==> config.mk <==
export PLATFORM = sky130hd
export DESIGN_NAME = sust_cell
export DESIGN_NICKNAME = d
export VERILOG_FILES = /design/src/rtl/sust_pkg.sv /design/src/rtl/sust_cell.sv
export SDC_FILE = /design/constraint.sdc
export NUM_CORES = 1
export LEC_CHECK = 0
export BUFFER_PORTS_ARGS = -buffer_cell sky130_fd_sc_hd__buf_2
export CORE_MARGIN = 3
export CORE_UTILIZATION = 30
export DETAILED_ROUTE_END_ITERATION = 6
export HOLD_SLACK_MARGIN = 0.12
export PLACE_DENSITY = 0.66
export SYNTH_ARGS = -nofsm -noshare
export SYNTH_HDL_FRONTEND = slang
export SYNTH_SLANG_ARGS = --single-unit
export TNS_END_PERCENT = 10
==> constraint.sdc <==
create_clock -name aclk -period 2.8 [get_ports aclk]
set_input_delay 0.14 -clock aclk [delete_from_list [all_inputs] [get_ports aclk]]
set_output_delay 0.14 -clock aclk [all_outputs]
set_load 0.005 [all_outputs]
==> src/rtl/sust_pkg.sv <==
// Package: sizes, codes, state type and cell control struct of the sorted set table.
package sust_pkg;

    localparam int CAPACITY = 64;
    localparam int CNT_W    = $clog2(CAPACITY + 1);
    localparam int IDX_W    = $clog2(CAPACITY);

    localparam int VAL_W    = 32;
    localparam int RANK_W   = 6;
    localparam int FUNC_W   = 2;
    localparam int STAT_W   = 3;
    localparam int COUNT_W  = 7;

    localparam int S_TDATA_W = 40;
    localparam int M_TDATA_W = 48;

    localparam logic [FUNC_W-1:0] FN_INSERT = 2'd0;
    localparam logic [FUNC_W-1:0] FN_READ   = 2'd1;
    localparam logic [FUNC_W-1:0] FN_REMOVE = 2'd2;

    localparam logic [STAT_W-1:0] ST_OK    = 3'd0;
    localparam logic [STAT_W-1:0] ST_DUP   = 3'd1;
    localparam logic [STAT_W-1:0] ST_EMPTY = 3'd2;
    localparam logic [STAT_W-1:0] ST_RANGE = 3'd3;
    localparam logic [STAT_W-1:0] ST_FULL  = 3'd4;

    typedef enum logic [1:0] {
        S_IDLE,
        S_CMP,
        S_APPLY
    } state_t;

    typedef struct packed {
        logic cmp_en;
        logic ins_en;
        logic rem_en;
    } cell_ctrl_t;

endpackage

==> src/rtl/sust_cell.sv <==
// One table cell: holds an entry, compares it with the operand, shifts with its neighbors.
module sust_cell
    import sust_pkg::*;
(
    input  logic                    aclk,
    input  cell_ctrl_t              ctrl,
    input  logic                    occupied,
    input  logic                    at_or_after_rank,
    input  logic signed [VAL_W-1:0] new_value,
    input  logic                    left_lt,
    input  logic signed [VAL_W-1:0] left_value,
    input  logic signed [VAL_W-1:0] right_value,
    output logic signed [VAL_W-1:0] value_q,
    output logic                    lt_q,
    output logic                    eq_q
);

    logic signed [VAL_W-1:0] value_reg;
    logic                    lt_reg;
    logic                    eq_reg;

    always_ff @(posedge aclk) begin
        if (ctrl.cmp_en) begin
            lt_reg <= occupied && (value_reg < new_value);
            eq_reg <= occupied && (value_reg == new_value);
        end
    end

    // Insert: first cell not below the operand takes it, cells past it take the left word.
    // Remove: cells from the rank on take the right word.
    always_ff @(posedge aclk) begin
        if (ctrl.ins_en && !lt_reg) begin
            value_reg <= left_lt ? new_value : left_value;
        end else if (ctrl.rem_en && at_or_after_rank) begin
            value_reg <= right_value;
        end
    end

    assign value_q = value_reg;
    assign lt_q    = lt_reg;
    assign eq_q    = eq_reg;

endmodule

==> flow_metrics.tcl, run 1 <==
set metrics [dict create \
    cts.sinks 34 \
    worstReg2RegEnd "lt_q$_DFFE_PP_" \
    maxCapViolCount 0 \
    period_needed_ps 1990 \
    die_w_um 97.6 \
    cellPowerDensity_nw_per_um2 415 \
    leakagePower_nw 1.79 \
    yosysWarnings 0 \
    synth-seq-cells 34 \
    required_ps 2820 \
    place_hpwl_um 5490 \
    startpoint_type "flop" \
    die_y_um 97.6 \
    synth.distinct_cells 23 \
    path_clk_slew_ps 70 \
    cp-end-kind "flop" \
    first_pass_iters 4 \
    skew_ps 11.9 \
    h-tree-depth 2 \
    drv_slew 0 \
    synth_top_area_frac 0.406 \
    drive_gt1_frac 0.375 \
    outcome "completed" \
    grt_pass1_wl_um 10900 \
    fmax_mhz 503 \
    tightest_slew_ps 971 \
    r2r_start "value_q[31]$_DFFE_PP_" \
    syn_to_final_growth_pct 34.6 \
    ir_worst_vdd_mv 0.190 \
    overflow 0 \
    synth_top_cell_by_area "edfxtp_1" \
    core-area_um2 7930 \
    wl_per_cell_um 13.3 \
    worstRegToRegCells 6 \
    yosysSeqAreaShare 0.406 \
    cp_max_fo 3 \
    cts_root_buffer "clkbuf_8" \
    syn-mean-instance-area_um2 9.60 \
    syn_inst 262 \
    grt_max_degree 39 \
    wirelength_um 6630 \
    route.detailed.drc 0 \
    nets 533 \
    relSlewSlack 0.353 \
    setup_violations 0 \
    port_buffers 136 \
    setup_tns_ps 0 \
    syn_area_um2 2510 \
    hold_path_end "value_q[20]$_DFFE_PP_" \
    cts_inserted_buffers 5 \
    diodes 0 \
    final_util 0.427 \
    arrival_ps 2010 \
    cts_tree "done" \
    syn-num-nets 397 \
    ioPinCount 137 \
    gp_congestion 0.771 \
    power_w 0.00140 \
    hold_class "in -> reg" \
    path_class "reg -> reg" \
    via_count 2284 \
    synthTopCellsByArea "edfxtp_1 (41%), ha_1 (16%), mux2i_1 (13%), o21ai_0 (7.4%), nand2_1 (6.3%)" \
    first_global_vias 2357 \
    fin_crit_sh 0.711 \
    row_count 32 \
    r2r_setup_slack_ps 810 \
    fillCellCount 806 \
    worstHoldStart "right_value[20]" \
    clock_latency_ps 280 \
    dieArea_um2 9520 \
    antenna_found_initial 0 \
    grt_use_total 0.140 \
    holdPathStages 3 \
    antenna_left 0 \
    vias_per_cell 4.58 \
    final-hold-violation-count 0 \
    start_util 0.317 \
    drt_iter0_markers 54 \
    rsz0062_at_grt "false" \
    clock_path_buffers 2 \
]
## sequential cells by signal (all words and copies together), names as in the netlist
name and cells:
lt_q 1, value_q 32, eq_q 1
## cells in the final DEF, fill, tap and decap left out, types with 2 or more instances in the layout
cell type	netlist	routed
o21a_1	2	2
clkbuf_8	0	5
edfxtp_1	34	34
a21oi_1	16	16
nand3_1	2	2
nand2_1	42	42
o21ai_0	37	37
a21o_1	2	2
mux2i_1	33	33
buf_4	0	3
buf_2	3	136
ha_1	32	32
inv_1	34	34
nand4_1	5	5
nor2_1	2	2
## synth_stat cells, drive strengths merged
cell	n
nand2	42
o21ai	37
edfxtp	34
inv	34
mux2i	33
ha	32
a21oi	16
clkbuf	8
nand4	6
buf	3
nand3	3
a21o	2
nand2b	2
nor2	2
nor4	2
o21a	2
a2111oi	1
a22oi	1
nand3b	1
nor3	1
## per-stage QoR
stage / setup slack, ps / instances / hold WS [ps] / area (um2)
floorplan: 739 / 262 / 252 / 2510
CTS: 711 / 499 / 122 / 3390
global placement: 737 / 492 / 385 / 3300
detailed placement: 742 / 492 / 374 / 3300
global route: 639 / 499 / 130 / 3390
finish: 811 / 499 / 135 / 3390
## worst max-delay path, stage by stage, from the launching register on
cell	delay (ps)
edfxtp_1	400
ha_1	320
nand4_1	180
nor4_1	490
nor2_1	80
a21oi_1	170
mux2i_1	90
## where the power goes
part / total (W) / leakage, nW / switching, W / internal, W
Clock: 0.000330 / 0.0375 / 0.000168 / 0.000162
Combinational: 0.000415 / 1.41 / 0.000217 / 0.000198
Sequential: 0.000660 / 0.337 / 0.0000274 / 0.000633
## metal layers
metal | part of all wire | routed length (um) | vias up | track usage
li1 | - | - | 1194 | -
met1 | 0.44 | 2930 | 1011 | 0.174
met2 | 0.49 | 3220 | 75 | 0.244
met3 | 0.066 | 436 | 4 | 0.0330
met4 | 0.0063 | 42 | 0 | 0.0319
met5 | 0 | 0 | - | 0
## worst max path at each step
| stage | from | end |
|---|---|---|
| floorplan | lt_q$_DFFE_PP_ | value_q[0]$_DFFE_PP_ |
| global placement | value_q[31]$_DFFE_PP_ | lt_q$_DFFE_PP_ |
| detailed placement | value_q[31]$_DFFE_PP_ | lt_q$_DFFE_PP_ |
| CTS | value_q[31]$_DFFE_PP_ | lt_q$_DFFE_PP_ |
| global route | value_q[31]$_DFFE_PP_ | lt_q$_DFFE_PP_ |
| finish | value_q[31]$_DFFE_PP_ | lt_q$_DFFE_PP_ |
## cell type report
class	count	area, um2	share of cell area
clock buffer	5	68.8	0.0203
clock inverter	1	3.75	0.00111
inverter	34	128	0.0377
multi-input combinational	183	1320	0.391
sequential	34	1020	0.302
tap	102	128	0.0377
timing repair buffer	140	713	0.211
## cells by family after synthesis
kind of cell / count (synthesis) / synth area share
simple gates: 59 / 0.108
buf+inv: 45 / 0.0687
compound gates: 59 / 0.126
mux: 33 / 0.131
flops: 34 / 0.406
fa+ha+maj: 32 / 0.159
## what timing repair did
action                                 4_1_cts  5_1_grt
endpoints found under the hold margin        2        0
resized for setup                            0        0
hold buffers                                 1        0
buffers inserted                             0        0
Note: power is estimated with default switching activity, not from simulation.
==> run 2: changes to the inputs <==
- ABC_AREA: default -> 1
- PLACE_DENSITY: 0.66 -> 0.65
- clock period: 2.8 -> 1.9 ns (I/O delays scaled with it)
==> run 2 against run 1 <==
Synthesized area is 1.9% higher. Setup slack lost 660 ps. Critical path type unchanged. Largest cell class unchanged. First-iteration DRC count increased by 93%.
==> flow_metrics.tcl, run 2 <==
set metrics [dict create \
    layout.cells.non_filler 594 \
    setup_violations 0 \
    synth_top_area_frac 0.398 \
    drv_slew 0 \
    syn_to_final_growth_pct 47.1 \
    whs_ps 123 \
    arrival_ps 1790 \
    port_buffers 136 \
    core-area_um2 8260 \
    async_reset_ff_frac 0 \
    largest_reg_flops 32 \
    die_y_um 98.4 \
    antenna_found_initial 0 \
    post-cts-setup-buffers 0 \
    grt_max_degree 34 \
    overflow 0 \
    path_class "reg -> reg" \
    route.detailed.drc 0 \
    gp_congestion 0.773 \
    row_count 33 \
    path_clk_slew_ps 70 \
    dp_cells 559 \
    cts_tree "done" \
    dieArea_um2 9690 \
    diodes 0 \
    via_count 2750 \
    cts_inserted_buffers 5 \
    outcome "completed" \
    cts.sinks 34 \
    cellPowerDensity_nw_per_um2 589 \
    cp_max_fo 3 \
    ir_worst_vdd_mv 0.271 \
    internal_power_w 0.00153 \
    synth_edf_count 34 \
    hold_class "in -> reg" \
    period_needed_ps 1750 \
    wirelength_um 7970 \
    nets 624 \
    required_ps 1940 \
    synth.most_common_cell "nand2_1" \
    p_comb_frac 0.328 \
    clock_latency_ps 280 \
    grt_use_total 0.163 \
    die_w_um 98.4 \
    yosysWarnings 0 \
    grt_pass1_wl_um 12800 \
    start_util 0.310 \
    layout_commonest_cell "buf_2" \
    h-tree-depth 2 \
    met2_usage 0.295 \
    place_hpwl_um 6060 \
    synthTopCellsByArea "edfxtp_1 (40%), ha_1 (16%), o21ai_0 (9.8%), nand2_1 (9.7%), inv_1 (6.0%)" \
    leakagePower_nw 1.93 \
    ys.flop_type "edfxtp_1" \
    clock_path_buffers 2 \
    final-hold-violation-count 0 \
    synth_top_cell_by_area "edfxtp_1" \
    drive_gt1_frac 0.335 \
    ioPinCount 137 \
    syn_area_um2 2560 \
    syn-mean-instance-area_um2 7.93 \
    antenna_left 0 \
    skew_ps 4.19 \
    relSlewSlack 0.633 \
    first_pass_iters 4 \
    synth.distinct_cells 24 \
    p_clk_frac 0.231 \
    startpoint_type "flop" \
    vias_per_cell 4.63 \
    grtUsageMet3 0.0304 \
    final_cell_mix "buf_2 (136), nand2_1 (63), o21ai_0 (50)" \
    synthTopCellsByCount "nand2_1 (66), o21ai_0 (50), inv_1 (41)" \
    wl_per_cell_um 13.4 \
    netSwitchingFraction 0.311 \
    power_frac_seq 0.442 \
    fmax_mhz 573 \
    fin_crit_sh 0.919 \
    synth-seq-cells 34 \
    setup_tns_ps 0 \
    first_global_vias 2780 \
    stdcell_area_um2 3770 \
    maxCapViolCount 0 \
    syn-num-nets 458 \
    p_sw_w 0.000691 \
    cp-end-kind "flop" \
    rsz0062_at_grt "false" \
    grt_busiest_layer "met2" \
    placed_cell_area_um2 3380 \
    drt_iter0_markers 104 \
    syn_inst 323 \
    yosysSeqAreaShare 0.398 \
    tightest_slew_ps 550 \
    cts_root_buffer "clkbuf_8" \
    use_met1 0.191 \
]
-- run 2: changes by cell type after synthesis, moves of 3 or more --
cell and delta:
buf_2 +3, inv_1 +7, mux2i_1 -33, nand2_1 +24
nand4_1 -4, nor2_1 +38, o21ai_0 +13, o21ai_1 +16
-- run 2: layout make-up --
cell class | count | area (um2)
Clock buffer | 7 | 76.3
Multi-Input combinational cell | 234 | 1370
Timing Repair Buffer | 171 | 1010
Tap cell | 105 | 131
Fill cell | 827 | 4490
Sequential cell | 34 | 1020
Inverter | 43 | 161
-- run 2: critical path, cell delays in order (launching register included) --
cell	delay [ps]
edfxtp_1	430
ha_4	300
nand2_2	60
nor2_2	140
nand2_2	90
nor4_4	180
nand2_1	110
a21oi_1	130
nor2_1	60
-- run 2: cell families after synthesis --
logic type | count (synthesis) | synth area share
buffers and inverters | 55 | 0.0835
AO/OA/AOI/OAI | 84 | 0.167
flip-flops | 34 | 0.398
AND/OR/NAND/NOR | 118 | 0.194
adder cells (fa/ha/maj) | 32 | 0.156
-- run 2: what timing repair did --
action                                  CTS  global route
gates resized for setup                   0             5
hold buffers                             28             0
hold endpoints to repair                 29             0
endpoints found under the setup margin    0             1
-- run 2: metrics by stage --
step / util / total power, W / setup slack [ps]
finish: 0.457 / 0.00222 / 154
global route: 0.457 / 0.00238 / 4.70
CTS: 0.452 / 0.00223 / 106
detailed placement: 0.409 / 0.00167 / 127
global placement: 0.409 / 0.00165 / 146
floorplan: - / 0.00136 / 202
-- run 2: worst paths after layout --
path / start / to / slack [ps] / cells past startpoint
min: right_value[31] / value_q[31]$_DFFE_PP_ / 120 / 3
min reg2reg: lt_q$_DFFE_PP_ / value_q[9]$_DFFE_PP_ / 930 / 4
max: value_q[31]$_DFFE_PP_ / lt_q$_DFFE_PP_ / 150 / 8
max reg2reg: value_q[31]$_DFFE_PP_ / lt_q$_DFFE_PP_ / 150 / 8
-- run 2: layer usage --
metal | part of all wire | vias up | wire (um)
met3 | 0.049 | 13 | 387
li1 | - | 1412 | -
met5 | 0 | - | 0
met4 | 0.024 | 0 | 189
met1 | 0.42 | 1237 | 3340
met2 | 0.51 | 88 | 4060
-- run 2: power groups by stage --
| stage | Sequential [W] | Combinational [W] | Clock [W] |
|---|---|---|---|
| floorplan | 0.00100 | 0.000359 | 0 |
| global placement | 0.000991 | 0.000662 | 0 |
| detailed placement | 0.000998 | 0.000673 | 0 |
| CTS | 0.000981 | 0.000721 | 0.000532 |
| global route | 0.000993 | 0.000829 | 0.000557 |
| finish | 0.000982 | 0.000728 | 0.000512 |
